--- src/sv/anv_pkg.sv ---
// Shared types and constants for the all nearest smaller values block.
`timescale 1ns / 1ps

package anv_pkg;

  localparam int MAX_LEN    = 64;
  localparam int VALUE_BITS = 31;
  localparam int IDX_W      = $clog2(MAX_LEN);
  localparam int CNT_W      = $clog2(MAX_LEN + 1);
  localparam int POS_W      = 6;
  localparam int IN_DATA_W  = 32;
  localparam int OUT_DATA_W = 24;
  localparam int Q_DEPTH    = 4;
  localparam int Q_PTR_W    = $clog2(Q_DEPTH);

  // One classified input transfer as it waits in the queue.
  typedef struct packed {
    logic [VALUE_BITS-1:0] value;
    logic [IDX_W-1:0]      idx;    // slot in the value store
    logic                  store;  // 0: dropped, capacity reached
    logic                  last;
    logic                  ovf;    // overflow seen so far in this sequence
    logic [CNT_W-1:0]      len;    // stored sequence length, including this item if it is stored
  } entry_t;

  typedef struct packed {
    logic [IDX_W-1:0]      idx;
    logic [VALUE_BITS-1:0] val;
  } stk_t;

  typedef struct packed {
    logic             found;
    logic [IDX_W-1:0] idx;
  } res_t;

  typedef enum logic [2:0] {
    ST_LOAD,
    ST_START,
    ST_CMP,
    ST_EMIT_RD,
    ST_EMIT_WR
  } st_t;

endpackage

--- src/sv/anv_queue.sv ---
// Short FIFO between the front end and the solver.
`timescale 1ns / 1ps

module anv_queue (
  input  logic            clk,
  input  logic            rst_n,
  input  logic            push,
  input  anv_pkg::entry_t push_entry,
  output logic            full,
  input  logic            pop,
  output anv_pkg::entry_t head,
  output logic            empty
);

  anv_pkg::entry_t             slots_r [anv_pkg::Q_DEPTH];
  logic [anv_pkg::Q_PTR_W-1:0] wr_ptr_r, wr_ptr_nxt;
  logic [anv_pkg::Q_PTR_W-1:0] rd_ptr_r, rd_ptr_nxt;
  logic [anv_pkg::Q_PTR_W:0]   count_r, count_nxt;
  logic                        do_push, do_pop;

  assign full    = count_r == (anv_pkg::Q_PTR_W + 1)'(anv_pkg::Q_DEPTH);
  assign empty   = count_r == '0;
  assign do_push = push && !full;
  assign do_pop  = pop && !empty;
  assign head    = slots_r[rd_ptr_r];

  always_comb begin
    wr_ptr_nxt = do_push ? wr_ptr_r + anv_pkg::Q_PTR_W'(1) : wr_ptr_r;
    rd_ptr_nxt = do_pop ? rd_ptr_r + anv_pkg::Q_PTR_W'(1) : rd_ptr_r;
    count_nxt  = count_r;
    if (do_push && !do_pop) begin
      count_nxt = count_r + (anv_pkg::Q_PTR_W + 1)'(1);
    end else if (do_pop && !do_push) begin
      count_nxt = count_r - (anv_pkg::Q_PTR_W + 1)'(1);
    end
  end

  always_ff @(posedge clk) begin
    if (do_push) begin
      slots_r[wr_ptr_r] <= push_entry;
    end
  end

  always_ff @(posedge clk) begin
    if (!rst_n) begin
      wr_ptr_r <= '0;
      rd_ptr_r <= '0;
      count_r  <= '0;
    end else begin
      wr_ptr_r <= wr_ptr_nxt;
      rd_ptr_r <= rd_ptr_nxt;
      count_r  <= count_nxt;
    end
  end

endmodule

--- config.mk ---
export PLATFORM = sky130hd
export DESIGN_NAME = anv_queue
export DESIGN_NICKNAME = d
export VERILOG_FILES = /design/src/sv/anv_pkg.sv /design/src/sv/anv_queue.sv
export SDC_FILE = /design/constraint.sdc
export NUM_CORES = 1
export LEC_CHECK = 0
export BUFFER_PORTS_ARGS = -buffer_cell sky130_fd_sc_hd__clkbuf_2
export CORE_ASPECT_RATIO = 2
export CORE_MARGIN = 2
export CORE_UTILIZATION = 44
export DETAILED_ROUTE_END_ITERATION = 7
export RECOVER_POWER = 25
export SYNTH_ARGS = -nofsm -noshare
export SYNTH_HDL_FRONTEND = slang
export SYNTH_SLANG_ARGS = --single-unit
--- constraint.sdc ---
create_clock -name clk -period 5.6 [get_ports clk]
set_input_delay 0.56 -clock clk [delete_from_list [all_inputs] [get_ports clk]]
set_output_delay 0.56 -clock clk [all_outputs]
set_load 0.01 [all_outputs]
Word level (Yosys, flattened, before mapping)
Memory sizes are Yosys's and may differ from the RTL's. A register that Yosys moved wholly into a read port is not among the register bits.
Index checks and enable logic that the tools add are counted.
Widths: inputs -> output; s select.
{"block": "op_classes", "addsub": 4, "n_eq_ne": 1, "muxes": 6, "n_reduce_logical": 10}
{"op": "$mux 3", "n": 2}
{"op": "$add 2x1->2 const B", "n": 2}
{"op": "$logic_and 1x1->1", "n": 4}
{"op": "$logic_not 1->1", "n": 4}
{"op": "$mux 2", "n": 2}
{"op": "$add 3x1->3 const B", "n": 1}
{"op": "$eq 3x3->1 const B", "n": 1}
{"op": "$logic_not 3->1", "n": 1}
{"op": "$sub 3x1->3 const B", "n": 1}
{"op": "$mux 1", "n": 2}
{"op": "$reduce_bool 2->1", "n": 1}
{"block": "totals", "regBits": 7, "ram_bits": 188, "in_bits": 51, "word_cells": 25, "mem_count": 1}
{"memory": "slots_r", "words": 4, "word_bits": 47, "read_ports": 1, "rd_clocked_by_memory_dff": 1, "write_ports": 1, "line": "anv_queue.sv:15", "rtl": "anv_pkg::entry_t slots_r [anv_pkg::Q_DEPTH];"}

Depth between registers and ports, before layout
{"block": "logic_depth", "ltp_word": 7, "mapped_depth": 9, "ltp_nobuf": 8}

Worst setup path after synthesis
Ideal clock, no wire load.
{"block": "synth_timing", "path_type": "input to register", "start": "input port push", "end": "memory slots_r[0][0] in the netlist's numbering (enable)", "setup_ns": 0.409, "arrival_time_ns": 1.974, "path_slack_ns": 3.217, "cell_stages": 3, "cell_sequence": "nor2b_1 > buf_2 > and2_1"}
{"block": "synth_between", "elab_chain_len": 3}
{"element": "start: declaration", "line": "anv_queue.sv:7", "rtl": "input logic push,"}
{"element": "$logic_and 1x1->1", "line": "anv_queue.sv:23", "rtl": "assign do_push = push && !full;"}
{"element": "via do_push", "line": "anv_queue.sv:19", "rtl": "logic do_push, do_pop;"}
{"element": "$mux 1", "line": "anv_queue.sv:39", "rtl": "if (do_push) begin"}
{"element": "$mux 1 (implied by the code)", "line": "anv_queue.sv:40", "rtl": "slots_r[wr_ptr_r] <= push_entry;"}
{"element": "end: declaration", "line": "anv_queue.sv:15"}
The timed path passes the listed nets, and every way through them passes these cells.

==> results.sh <==
export IMPL_finalCritPeriodShare=0.5015
export IMPL_cts_setup_buffers=0
export IMPL_clkPwrFrac=0.303
export IMPL_vias=3230
export IMPL_synthTopCellsByCount="edfxtp_1, mux4_2, dfxtp_1"
export IMPL_die_x_um=95.02
export IMPL_antennaDiodeCount=0
export IMPL_fmax_ghz=0.3561
export IMPL_swShare=0.2719
export IMPL_dieArea_mm2=0.01768
export IMPL_final_nets=461
export IMPL_wl_per_cell_um=20.57
export IMPL_worstPathMaxFanout=47
export IMPL_grt_max_degree=48
export IMPL_period_minus_slack_ns=2.808
export IMPL_cp_top_family="flip-flops"
export IMPL_rsz0062_at_grt="false"
export IMPL_ys_seq_area_frac=0.7992
export IMPL_syn_area_mm2=0.007289
export IMPL_p_sw_mw=1.063
export IMPL_crit_arrival_ns=2.25
export IMPL_root_buffer="clkbuf_16"
export IMPL_numCtsBuffers=17
export IMPL_pwr_share_seq=0.494
export IMPL_synth_most_common_cell="edfxtp_1"
export IMPL_synthFlopType="edfxtp_1"
export IMPL_fin_skew_ns=0.006598
export IMPL_dp_hpwl_mm=7.951
export IMPL_async_reset_ff_frac=0
export IMPL_cts_sinks=197
export IMPL_synth_distinct_cells=24
export IMPL_cts_htree_levels=4
export IMPL_ctsResizeCount=0
export IMPL_routed_wl_mm=12.76
export IMPL_whs_ns=0.3554
export IMPL_ir_drop_mv=0.2713
export IMPL_area_delta_synth_final_pct=16.99
export IMPL_yosys_top_cells_area="edfxtp_1, mux4_2, dfxtp_1, ha_1, buf_12"
export IMPL_die_y_um=186.0
export IMPL_slowest_stage="dfxtp_4"
export IMPL_antenna_found_initial=0
export IMPL_ys_warnings_count=0
export IMPL_ant_nets=0
export IMPL_clkLatencyLatePin_ns=0.42
export IMPL_drv_cap=0
export IMPL_clkTransAtPathRegs_ns=0.07
export IMPL_worst_path_buf_inv=1
export IMPL_avgSynthCellArea_um2=24.88
export IMPL_slew_headroom=0.3429
export IMPL_syn_inst=293
export IMPL_cpPeakStageDelay_ns=1.01
export IMPL_grt_use_total=0.1509
export IMPL_holdBufCountCts=0
export IMPL_fillers=1278
export IMPL_dr_pass1_iters=6
export IMPL_post_synth_top_area_cell="edfxtp_1"
export IMPL_total_power_mw=3.910
export IMPL_ioPinCount=100
export IMPL_drt_iter0_markers=184
export IMPL_rows=66
export IMPL_slew_viol_final=0
export IMPL_synth_edf_count=188
export IMPL_grt_pass1_wl_mm=18.95
export IMPL_setup_violations=0
export IMPL_syn_nets=350
export IMPL_cts_tree="built"
export IMPL_internal_power_mw=2.847
export IMPL_synth_top_area_frac=0.7745
export IMPL_power_density_mw_per_mm2=458.5
export IMPL_combPwrFrac=0.203
export IMPL_endpoint_kind="primary output"
export IMPL_required_ns=5.04
export IMPL_overflow=0
export IMPL_drc=0
export IMPL_portBuffers=99
export IMPL_drive_above_1_share=0.3846
export IMPL_power_leakage_nw=2.819
export IMPL_start_kind="register"
export IMPL_start_util=0.4481
export IMPL_coreArea_mm2=0.01627
export IMPL_status="finished clean"
export IMPL_ys_ff_latch=197
export IMPL_setup_tns_ns=0
export IMPL_hp_class="input pin to register"
export IMPL_setup_worst_path_class="register to primary output"
export IMPL_grt_pass1_vias=3450
export IMPL_clockBufferDepth=2
export IMPL_max_slew_worst_pin_slew_ns=0.9856
export IMPL_hold_viol_final=0
export IMPL_gp_congestion=0.6950
export IMPL_viasPerCell=5.210
export IMPL_crit_chain="mux4_2 -> clkbuf_2"
[area by class of cell]
class / instances / area, um^2 / share of cell area
clock buffer: 17 / 425.4 / 0.04988
sequential: 197 / 5831 / 0.6837
tap: 204 / 255.2 / 0.02993
multi-input combinational: 81 / 1346 / 0.1579
timing repair buffer: 104 / 495.5 / 0.05810
clock inverter: 14 / 163.9 / 0.01922
inverter: 3 / 11.26 / 0.001320
[state kept, by name, indices dropped and copies added, names as in the netlist, named ones only]
| name | flops |
|---|---|
| slots_r | 188 |
| count_r | 3 |
| rd_ptr_r | 2 |
| wr_ptr_r | 2 |
[through the flow]
step                      worst slack (ns)  area (um^2)    util  std cells
after global routing                 2.618         8528  0.5242        620
after detailed placement             3.102         7976  0.4903        589
final                                2.792         8528  0.5242        620
after CTS                            2.689         8566  0.5265        620
after floorplan                      3.217         7289       -        293
after global placement               3.143         7976  0.4903        589
[cell families (layout without fill, tap and decap cells)]
logic type      after synthesis  count (layout)  share of synthesized area
simple gates                 17              17                    0.01390
fa+ha+maj                     6               6                    0.01133
mux                          50              50                     0.1493
compound gates                4               4                   0.004634
flops                       197             197                     0.7992
xor+xnor                      4               4                   0.004807
buf+inv                      15             138                    0.01682
[power by group through the flow]
stage	sequential, mW	combinational (mW)	clock [mW]
final	1.93	0.795	1.18
after global routing	1.96	0.861	1.26
after CTS	1.94	0.818	1.22
after detailed placement	1.98	0.817	0
after global placement	1.97	0.812	0
after floorplan	1.86	0.649	0
[layer usage]
| metal | global-route usage | vias to the layer above | wire length, um |
|---|---|---|---|
| met5 | 0 | - | 0 |
| met4 | 0.06261 | 0 | 237 |
| met3 | 0.03968 | 16 | 582 |
| met2 | 0.2641 | 82 | 7105 |
| met1 | 0.1728 | 1679 | 4830 |
| li1 | - | 1453 | - |
[path summary, 6_finish.rpt]
| kind | from | to | slack, ns | depth (start not counted) |
|---|---|---|---|---|
| setup / recovery | register | head[29] | 2.79 | 2 |
| hold / removal | push_entry[40] | slots_r[3][40] | 0.36 | 1 |
| hold reg to reg | wr_ptr_r[1] | wr_ptr_r[1] | 0.50 | 2 |
| setup reg to reg | count_r[0] | count_r[2] | 3.18 | 8 |
[layout by cell type, fill, tap and decap left out, types with 2 or more instances in the layout]
| master | n |
|---|---|
| clkbuf_2 | 69 |
| ha_1 | 5 |
| and2_1 | 4 |
| mux2i_1 | 3 |
| edfxtp_1 | 188 |
| mux4_2 | 47 |
| clkbuf_1 | 30 |
| clkbuf_16 | 17 |
| dfxtp_1 | 7 |
| inv_6 | 2 |
| clkinv_4 | 5 |
| nand2_1 | 4 |
| and2_2 | 4 |
| inv_1 | 3 |
| xnor2_1 | 3 |
| inv_8 | 5 |
| buf_4 | 5 |
| nor2b_1 | 2 |
Note: power is estimated with default switching activity, not from simulation.
