`src/sv/anv_pkg.sv`:
```
// Shared types and constants for the all nearest smaller values block.
`timescale 1ns / 1ps

package anv_pkg;

  localparam int MAX_LEN    = 64;
  localparam int VALUE_BITS = 31;
  localparam int IDX_W      = $clog2(MAX_LEN);
  localparam int CNT_W      = $clog2(MAX_LEN + 1);
  localparam int POS_W      = 6;
  localparam int IN_DATA_W  = 32;
  localparam int OUT_DATA_W = 24;
  localparam int Q_DEPTH    = 4;
  localparam int Q_PTR_W    = $clog2(Q_DEPTH);

  // One classified input transfer as it waits in the queue.
  typedef struct packed {
    logic [VALUE_BITS-1:0] value;
    logic [IDX_W-1:0]      idx;    // slot in the value store
    logic                  store;  // 0: dropped, capacity reached
    logic                  last;
    logic                  ovf;    // overflow seen so far in this sequence
    logic [CNT_W-1:0]      len;    // stored sequence length, including this item if it is stored
  } entry_t;

  typedef struct packed {
    logic [IDX_W-1:0]      idx;
    logic [VALUE_BITS-1:0] val;
  } stk_t;

  typedef struct packed {
    logic             found;
    logic [IDX_W-1:0] idx;
  } res_t;

  typedef enum logic [2:0] {
    ST_LOAD,
    ST_START,
    ST_CMP,
    ST_EMIT_RD,
    ST_EMIT_WR
  } st_t;

endpackage

```
`src/sv/anv_front.sv`:
```
// Input front end: counts positions, marks dropped items and overflow.
`timescale 1ns / 1ps

module anv_front (
  input  logic                                clk,
  input  logic                                rst_n,
  input  logic                                in_tvalid,
  output logic                                in_tready,
  input  logic [anv_pkg::IN_DATA_W-1:0]       in_tdata,
  input  logic                                in_tlast,
  input  logic                                q_full,
  output logic                                q_push,
  output anv_pkg::entry_t                     q_entry
);

  logic [anv_pkg::CNT_W-1:0] cnt_r, cnt_nxt;
  logic                      ovf_r, ovf_nxt;
  logic                      store;
  logic [anv_pkg::CNT_W-1:0] len;
  logic                      ovf_after;

  assign in_tready = !q_full;
  assign q_push    = in_tvalid && !q_full;
  assign store     = cnt_r < anv_pkg::CNT_W'(anv_pkg::MAX_LEN);
  assign len       = store ? cnt_r + anv_pkg::CNT_W'(1) : cnt_r;
  assign ovf_after = ovf_r || !store;

  always_comb begin
    q_entry.value = in_tdata[anv_pkg::VALUE_BITS-1:0];
    q_entry.idx   = cnt_r[anv_pkg::IDX_W-1:0];
    q_entry.store = store;
    q_entry.last  = in_tlast;
    q_entry.ovf   = ovf_after;
    q_entry.len   = len;
  end

  always_comb begin
    cnt_nxt = cnt_r;
    ovf_nxt = ovf_r;
    if (q_push) begin
      if (in_tlast) begin
        cnt_nxt = '0;
        ovf_nxt = 1'b0;
      end else begin
        cnt_nxt = len;
        ovf_nxt = ovf_after;
      end
    end
  end

  always_ff @(posedge clk) begin
    if (!rst_n) begin
      cnt_r <= '0;
      ovf_r <= 1'b0;
    end else begin
      cnt_r <= cnt_nxt;
      ovf_r <= ovf_nxt;
    end
  end

endmodule

```
`config.mk`:
```
export PLATFORM = sky130hd
export DESIGN_NAME = anv_front
export DESIGN_NICKNAME = d
export VERILOG_FILES = /design/src/sv/anv_pkg.sv /design/src/sv/anv_front.sv
export SDC_FILE = /design/constraint.sdc
export NUM_CORES = 1
export LEC_CHECK = 0
export ABC_AREA = 1
export BUFFER_PORTS_ARGS = -buffer_cell sky130_fd_sc_hd__buf_2
export CAP_MARGIN = 20
export CORE_UTILIZATION = 35
export DETAILED_ROUTE_END_ITERATION = 7
export GPL_TIMING_DRIVEN = 0
export PLACE_DENSITY = 0.85
export SETUP_SLACK_MARGIN = 0.05
export SYNTH_ARGS = -nofsm -noshare
export SYNTH_HDL_FRONTEND = slang
export SYNTH_SLANG_ARGS = --single-unit
```
`constraint.sdc`:
```
create_clock -name clk -period 3 [get_ports clk]
set_input_delay 0.15 -clock clk [delete_from_list [all_inputs] [get_ports clk]]
set_output_delay 0.15 -clock clk [all_outputs]
set_load 0.05 [all_outputs]
```
# ---- After elaboration in Yosys (flattened, before gate mapping)
# Index checks and enable logic that the tools add are counted.
dict set report totals {
  ff_bits 8
  inputBits 37
  out_inout_bits 49
}
dict set report op_classes {
  n_addsub 1
  order_cmp 1
  mux 3
  n_reduce_logical 4
}
# operator n
set op_table {}
lappend op_table {{2-to-1 mux 7 bit} 2}
lappend op_table {{adder 7 x 1 -> 7 bit (second input constant)} 1}
lappend op_table {{less-than comparator 7 bit (second input constant)} 1}
lappend op_table {{zero test 1 bit} 2}
lappend op_table {{logical AND 1 bit} 1}
lappend op_table {{logical OR 1 bit} 1}
lappend op_table {{2-to-1 mux 1 bit} 1}

# ---- Longest topological paths before layout
# Gate-level depths: netlist of run 1.
dict set report logic_depth {
  depth_word 4
  mapped_depth 8
  depth_no_buf 8
}

# ---- Worst setup path after synthesis of run 1
# OpenSTA, ideal clock, no wires.
dict set report synth_timing {
  path_kind {register to register}
  startpoint {register cnt_r[6] (netlist bit)}
  endpoint {register cnt_r[0] (netlist bit)}
  setup_ns 0.070
  arrival_ns 1.522
  t_required_ns 2.930
  path_slack_ns 1.408
  path_stages_with_launch 5
  n_path_buf 1
  synth_period_minus_slack_ns 1.592
  path_cell_list {dfxtp_1 buf_6 xnor2_1 nand2_1 a21oi_1}
}
# element line_no
set synth_lines {}
lappend synth_lines {{from (decl)} anv_front.sv:16} ;# logic [anv_pkg::CNT_W-1:0] cnt_r, cnt_nxt;
lappend synth_lines {{from (signal assigned)} anv_front.sv:56} ;# cnt_r <= cnt_nxt;

==> PnR_summary.wiki, run 1 <==
{| class="wikitable"
! Metric !! Value
|-
| Netlist Area Pre-Place || between 800 and 900 sq um
|-
| Worst-path fanout max || 5
|-
| Iteration count of the initial detailed-routing pass || 4
|-
| Yosys synthesis warning count || 0
|-
| Synthesis-to-finish area growth || 40.03%
|-
| Clock transition at the registers of the reported paths || 60 ps
|-
| Leakage || between 0.6 and 0.7 nW
|-
| Global-route wire length before repair || ~2.6 mm
|-
| Residual DRC || 0
|-
| Gate count of the mapped netlist || approximately 120
|-
| Cell internal power dissipation || 0.2022 mW
|-
| Comb pwr share || 0.457
|-
| Switching pwr || approximately 0.16 mW
|-
| Clock tree from TritonCTS || yes
|-
| Number of clock sinks seen by CTS || 8
|-
| Worst-case clock skew || approximately 0.36 ps
|-
| Detailed-route via count || around 800
|-
| Post-Syn Area per Cell || 6.985 sq um
|-
| Residual antenna-violating net count after detailed routing || 0
|-
| Max-capacitance violation count || 0
|-
| Ant. Diodes || 0
|-
| Number of distinct library cells after synthesis || 21
|-
| Register bit count reported by yosys || 8
|-
| Final wirelength || about 1.6 mm
|-
| Seq/Total Area, Yosys || 0.1994
|-
| Final Slew Violations || 0
|-
| Worst VDD drop || approximately 0.23 mV
|-
| Required arrival time at the worst endpoint || between 2000 and 3000 ps
|-
| Hold path depth || 3
|-
| Clock latency reported for the late side of the worst-skew pair || about 260 ps
|-
| Final period demand of the worst path || ~1700 ps
|-
| Fin Hold WS || roughly 150 ps
|-
| Final setup violation count || 0
|-
| Status || completed
|-
| Max Fclk || 596.8 MHz
|-
| Wire length per cell || 8.167 um
|-
| Worst Hold Launch || rst_n
|-
| Die Span Y || 49.91 um
|-
| Clk network pwr share || 0.243
|-
| Sequential Power Share || 0.300
|-
| Number of placed I/O pins || 86
|-
| Longest Clk Path Bufs || 2
|-
| Share of the clock period used by the worst path after layout || 0.5586
|-
| Via count of the first global-routing pass || ~630
|-
| Data arrival time of the worst path || 1530 ps
|-
| Startpoint of the worst register-to-register path || cnt_r[0]$_SDFFE_PN0P_
|-
| RSZ-0062 raised after global routing || false
|-
| Fraction of power spent switching nets || 0.4399
|-
| Terminus of the critical flop-to-flop path || cnt_r[4]$_SDFFE_PN0P_
|-
| Count of endpoints failing hold in the final timing report || 0
|-
| Net count after synthesis || 153
|-
| Last weighted congestion value of the routability-driven placer || ~0.75
|-
| Post-CTS Setup Repair Bufs || 0
|-
| Slew Limit Headroom || 0.8335
|-
| Pin count of the biggest net entering global routing || 10
|-
| Start point of the critical path || cnt_r[0]$_SDFFE_PN0P_
|-
| Hold Buf Count CTS || 0
|-
| Setup_tns || 0 ps
|-
| GRT Util Overall || 0.1298
|-
| Least-Margin Pin Slew || around 250 ps
|-
| CTS H-tree depth || 1
|-
| Setup slack of the worst register-to-register path || ~1800 ps
|-
| PortBufs || 53
|-
| Detailed-placement wirelength estimate || 1.327 mm
|-
| Share of final-layout standard cells stronger than drive strength 1 || 0.6257
|-
| Clock buffers created by TritonCTS || 3
|-
| Hold endpoint || cnt_r[6]$_SDFFE_PN0P_
|-
| Power density of the placed cells || around 320 mW/mm^2
|-
| Final #Nets || around 210
|-
| Kind of critical path || flip-flop to output pin
|-
| Startpoint class of the critical path || flip-flop
|-
| Initial standard-cell utilization of the core || 0.3896
|-
| Total congestion overflow after global routing || 0
|-
| Worst-case reg-to-reg path depth || 7
|-
| Cell chosen for the clock root || sky130_fd_sc_hd__clkbuf_4
|-
| Layout fillers || around 210
|-
| Avg Vias per Cell || ~4.2
|-
| DIE AREA || 0.002491 sq mm
|-
| Horizontal die dimension || 49.91 um
|-
| Crit end category || output pin
|-
| Worst min-delay path class || input port to flip-flop
|-
| # resized after CTS || 0
|-
| Initial drt markers || 6
|-
| Floorplan core area || 0.002062 sq mm
|-
| Initial antenna violation count || 0
|-
| Floorplan row count || 16
|}
per-layer routing:
metal / part of all wire / vias to the layer above / GRT usage
met2: 0.47 / 51 / 0.2387
met4: 0 / 0 / 0
met5: 0 / - / 0
li1: - / 430 / -
met3: 0.12 / 0 / 0.05556
met1: 0.41 / 342 / 0.1452
cells in the final DEF, fill, tap and decap left out, drive strengths merged, types with 2 or more instances in the layout:
master,instances
dfxtp,8
buf,94
o21ai,2
a21oi,7
nor2,7
nand3,4
nand2,26
and2,2
nand4,2
inv,12
clkbuf,3
per-stage QoR:
step	total power [mW]	cell area [sq um]	worst slack [ps]	util	cells
floorplan	0.2489	803.3	1408	-	115
global placement	0.2752	1102	1625	0.5346	195
detailed placement	0.2764	1102	1624	0.5346	195
CTS	0.3626	1125	1325	0.5455	198
global route	0.3718	1125	1224	0.5455	198
finish	0.3610	1125	1324	0.5455	198
power groups by stage:
stage / registers [mW] / logic [mW] / clock network (mW)
final: 0.108 / 0.165 / 0.0879
after global routing: 0.108 / 0.171 / 0.0922
after CTS: 0.108 / 0.166 / 0.0883
after detailed placement: 0.111 / 0.166 / 0
after global placement: 0.111 / 0.165 / 0
after floorplan: 0.110 / 0.139 / 0
area by class of cell:
cell class / count / area, sq um / area share
Inverter: 12 / 45.04 / 0.04004
Timing Repair Buffer: 53 / 265.3 / 0.2358
Multi-Input combinational cell: 54 / 286.5 / 0.2547
Sequential cell: 8 / 160.2 / 0.1424
Tap cell: 27 / 33.78 / 0.03003
Clock buffer: 3 / 22.52 / 0.02002
Buffer: 41 / 311.5 / 0.2770
state kept, by name (all words and copies together) (netlist names):
name   cells
ovf_r      1
cnt_r      7
worst max-delay path by stage:
stage / slack [ps] / cells past startpoint / to
after floorplan: 1410 / 4 / cnt_r[0]$_SDFFE_PN0P_
after global placement: 1620 / 6 / q_entry[4]
after detailed placement: 1620 / 6 / q_entry[4]
after CTS: 1330 / 6 / q_entry[4]
after global routing: 1220 / 6 / q_entry[2]
final: 1320 / 6 / q_entry[4]
synthesized netlist by cell type, drive strengths merged:
cell   instances  area [sq um]
and2           2         12.51
o21ai          2         10.01
nand4          2         12.51
a31oi          1         6.260
a21oi          7         35.03
inv           12         45.04
xnor2          1         8.760
nor2           7         55.05
nand3          4         20.02
ha             1         12.51
or2            1         6.260
nand2         26         107.6
buf           41         311.6
dfxtp          8         160.2
critical path: stages (launching register included):
cell	delay, ps
sky130_fd_sc_hd__dfxtp_1	440
sky130_fd_sc_hd__ha_1	230
sky130_fd_sc_hd__inv_1	70
sky130_fd_sc_hd__nor2_2	90
sky130_fd_sc_hd__nand4_1	80
sky130_fd_sc_hd__nand2_1	90
sky130_fd_sc_hd__buf_2	260
kinds of logic after synthesis:
kind of cell               share of synthesized area
and+or+nand+nor                               0.2664
DFF                                           0.1994
adders and majority gates                    0.01557
buffers and inverters                         0.4439
AOI/OAI and AO/OA                            0.06386
xor gates and xnor gates                     0.01091
No activity file was read; power rests on OpenSTA's default activity.
==> run 2, diff against run 1 <==
CORE_UTILIZATION = 31   (was 35)
PLACE_DENSITY = 0.8   (was 0.85)
clock period = 1.5 ns   (was 3 ns; I/O delays follow)
==> PnR_summary.wiki, run 2 (synthesis gave the netlist of run 1 again) <==
{| class="wikitable"
! Metric !! Value
|-
| Worst setup margin || approximately 110 ps
|-
| Share of the clock period used by the worst path after layout || 0.9275
|-
| Initial antenna violation count || 0
|-
| Residual antenna-violating net count after detailed routing || 0
|-
| Floorplan row count || 18
|-
| Iteration count of the initial detailed-routing pass || 4
|-
| Die Span Y || between 50 and 60 um
|-
| Max Fclk || 718.8 MHz
|-
| RSZ-0062 raised after global routing || true
|-
| Final Slew Violations || 0
|-
| Count of endpoints failing hold in the final timing report || 0
|-
| Slew Limit Headroom || 0.8313
|-
| Setup WS pre-CTS || ~160 ps
|-
| Final period demand of the worst path || between 1000 and 1500 ps
|-
| Initial standard-cell utilization of the core || 0.3272
|-
| Clock buffers created by TritonCTS || 3
|-
| Share of final-layout standard cells stronger than drive strength 1 || 0.6725
|-
| Ant. Diodes || 0
|-
| Post-CTS Setup Repair Bufs || 0
|-
| Final #Nets || roughly 210
|-
| Largest register FFs || 7
|-
| Clock tree from TritonCTS || yes
|-
| Global-route wire length before repair || 2.373 mm
|-
| Worst min-delay path class || input port to flip-flop
|-
| Longest Clk Path Bufs || 2
|-
| Wire length per cell || between 8 and 9 um
|-
| Initial drt markers || 13
|-
| Largest registers in the final layout || cnt_r (7), ovf_r (1)
|-
| Leakage || about 0.66 nW
|-
| Cells along the critical path || buf_6 -> or2_2 -> buf_4 -> buf_2
|-
| CTS H-tree depth || 1
|-
| Pin count of the biggest net entering global routing || 10
|-
| Max-capacitance violation count || 0
|-
| Kind of critical path || flip-flop to output pin
|-
| Fin Hold WS || ~70 ps
|-
| Power density of the placed cells || between 600 and 700 mW/mm^2
|-
| Avg Vias per Cell || ~4.1
|-
| Register containing the most flip-flops in the final layout || cnt_r
|-
| Floorplan core area || 0.002455 sq mm
|-
| Number of clock sinks seen by CTS || 8
|-
| Data arrival time of the worst path || 1320 ps
|-
| Largest delay share family, worst path || buffers and inverters
|-
| Stage delay of the slowest cell on the critical path || between 300 and 400 ps
|-
| Number of placed I/O pins || 86
|-
| Clock latency reported for the late side of the worst-skew pair || around 260 ps
|-
| Final wirelength || around 1.7 mm
|-
| Post-layout util || 0.4842
|-
| Total congestion overflow after global routing || 0
|-
| Detailed-placement wirelength estimate || between 1 and 1.5 mm
|-
| CP Buf/Inv Count || 3
|-
| Detailed-route via count || slightly above 800
|-
| Worst-path fanout max || 8
|-
| DIE AREA || between 0.002 and 0.003 sq mm
|-
| Setup_tns || 0 ps
|-
| Final setup violation count || 0
|-
| Commonest cells after routing, fill and taps aside || sky130_fd_sc_hd__buf_2, sky130_fd_sc_hd__buf_4, sky130_fd_sc_hd__nand2_1
|-
| Cell chosen for the clock root || sky130_fd_sc_hd__clkbuf_4
|-
| GRT Util Overall || 0.1226
|-
| Crit path max-delay cell type || sky130_fd_sc_hd__dfxtp_1
|-
| Clock transition at the registers of the reported paths || around 60 ps
|-
| Worst-case clock skew || 2.008 ps
|-
| Required arrival time at the worst endpoint || approximately 1400 ps
|-
| Synthesis-to-finish area growth || 47.98%
|-
| Least-Margin Pin Slew || approximately 250 ps
|-
| Worst VDD drop || approximately 0.3 mV
|-
| Startpoint class of the critical path || flip-flop
|-
| Last weighted congestion value of the routability-driven placer || 0.7683
|-
| Horizontal die dimension || around 53 um
|-
| PortBufs || 53
|-
| Layout fillers || about 270
|-
| Via count of the first global-routing pass || approximately 580
|-
| Status || completed
|-
| Most common library cell in the layout ignoring fill and taps || sky130_fd_sc_hd__buf_2
|-
| Crit end category || output pin
|-
| Residual DRC || 0
|}
## run 2: changes by cell type in the layout (fill, tap and decap cells not counted), moves of 2 or more
cell	previous run	this run
sky130_fd_sc_hd__dfxtp_1	8	3
sky130_fd_sc_hd__buf_2	53	49
sky130_fd_sc_hd__dfxtp_4	0	4
sky130_fd_sc_hd__buf_4	40	42
sky130_fd_sc_hd__buf_6	1	3
## run 2: timing repair
item                                    CTS  global route
hold buffers                              0             0
gates resized for setup                  11             7
endpoints found under the setup margin    5             5
## run 2: report_power, final
part           leakage [nW]  internal (mW)  switching, mW
combinational         0.578         0.0994          0.231
sequential           0.0682          0.208        0.00354
clock                0.0138         0.0921         0.0807
## run 2: worst min-delay path, stage by stage
cell and delay, ps:
sky130_fd_sc_hd__buf_2 80, sky130_fd_sc_hd__o21ai_1 50, sky130_fd_sc_hd__nor2_1 80
## run 2: through the flow
step | std cells | instance area [sq um] | power (mW)
after global placement | 198 | 1114 | 0.5517
after CTS | 201 | 1164 | 0.7248
final | 201 | 1189 | 0.7147
after global routing | 201 | 1189 | 0.7442
after floorplan | 115 | 810.8 | 0.4987
after detailed placement | 198 | 1114 | 0.5538
## run 2: area by class of cell
class / instances / area, sq um / share of cell area
tap: 30 / 37.54 / 0.03158
multi-input combinational: 54 / 312.8 / 0.2632
timing repair buffer: 53 / 282.8 / 0.2379
clock buffer: 3 / 22.52 / 0.01895
sequential: 8 / 176.4 / 0.1484
buffer: 41 / 311.5 / 0.2621
inverter: 12 / 45.04 / 0.03789
## run 2: worst paths after layout
check                                      startpoint               endpoint  slack [ps]  depth (start not counted)
worst max-delay path            cnt_r[6]$_SDFFE_PN0P_             q_entry[7]         110                          4
worst min-delay path                            rst_n  cnt_r[6]$_SDFFE_PN0P_          70                          3
worst max register to register  cnt_r[0]$_SDFFE_PN0P_  cnt_r[4]$_SDFFE_PN0P_         390                          7
worst min register to register     ovf_r$_SDFFE_PN0P_     ovf_r$_SDFFE_PN0P_         470                          2
## run 2: routing by layer
metal / wire [um] / share of wire / global-route usage
met1: 648 / 0.38 / 0.1241
met4: 44 / 0.026 / 0.09211
met3: 187 / 0.11 / 0.03448
met5: 0 / 0 / 0
met2: 823 / 0.48 / 0.2110
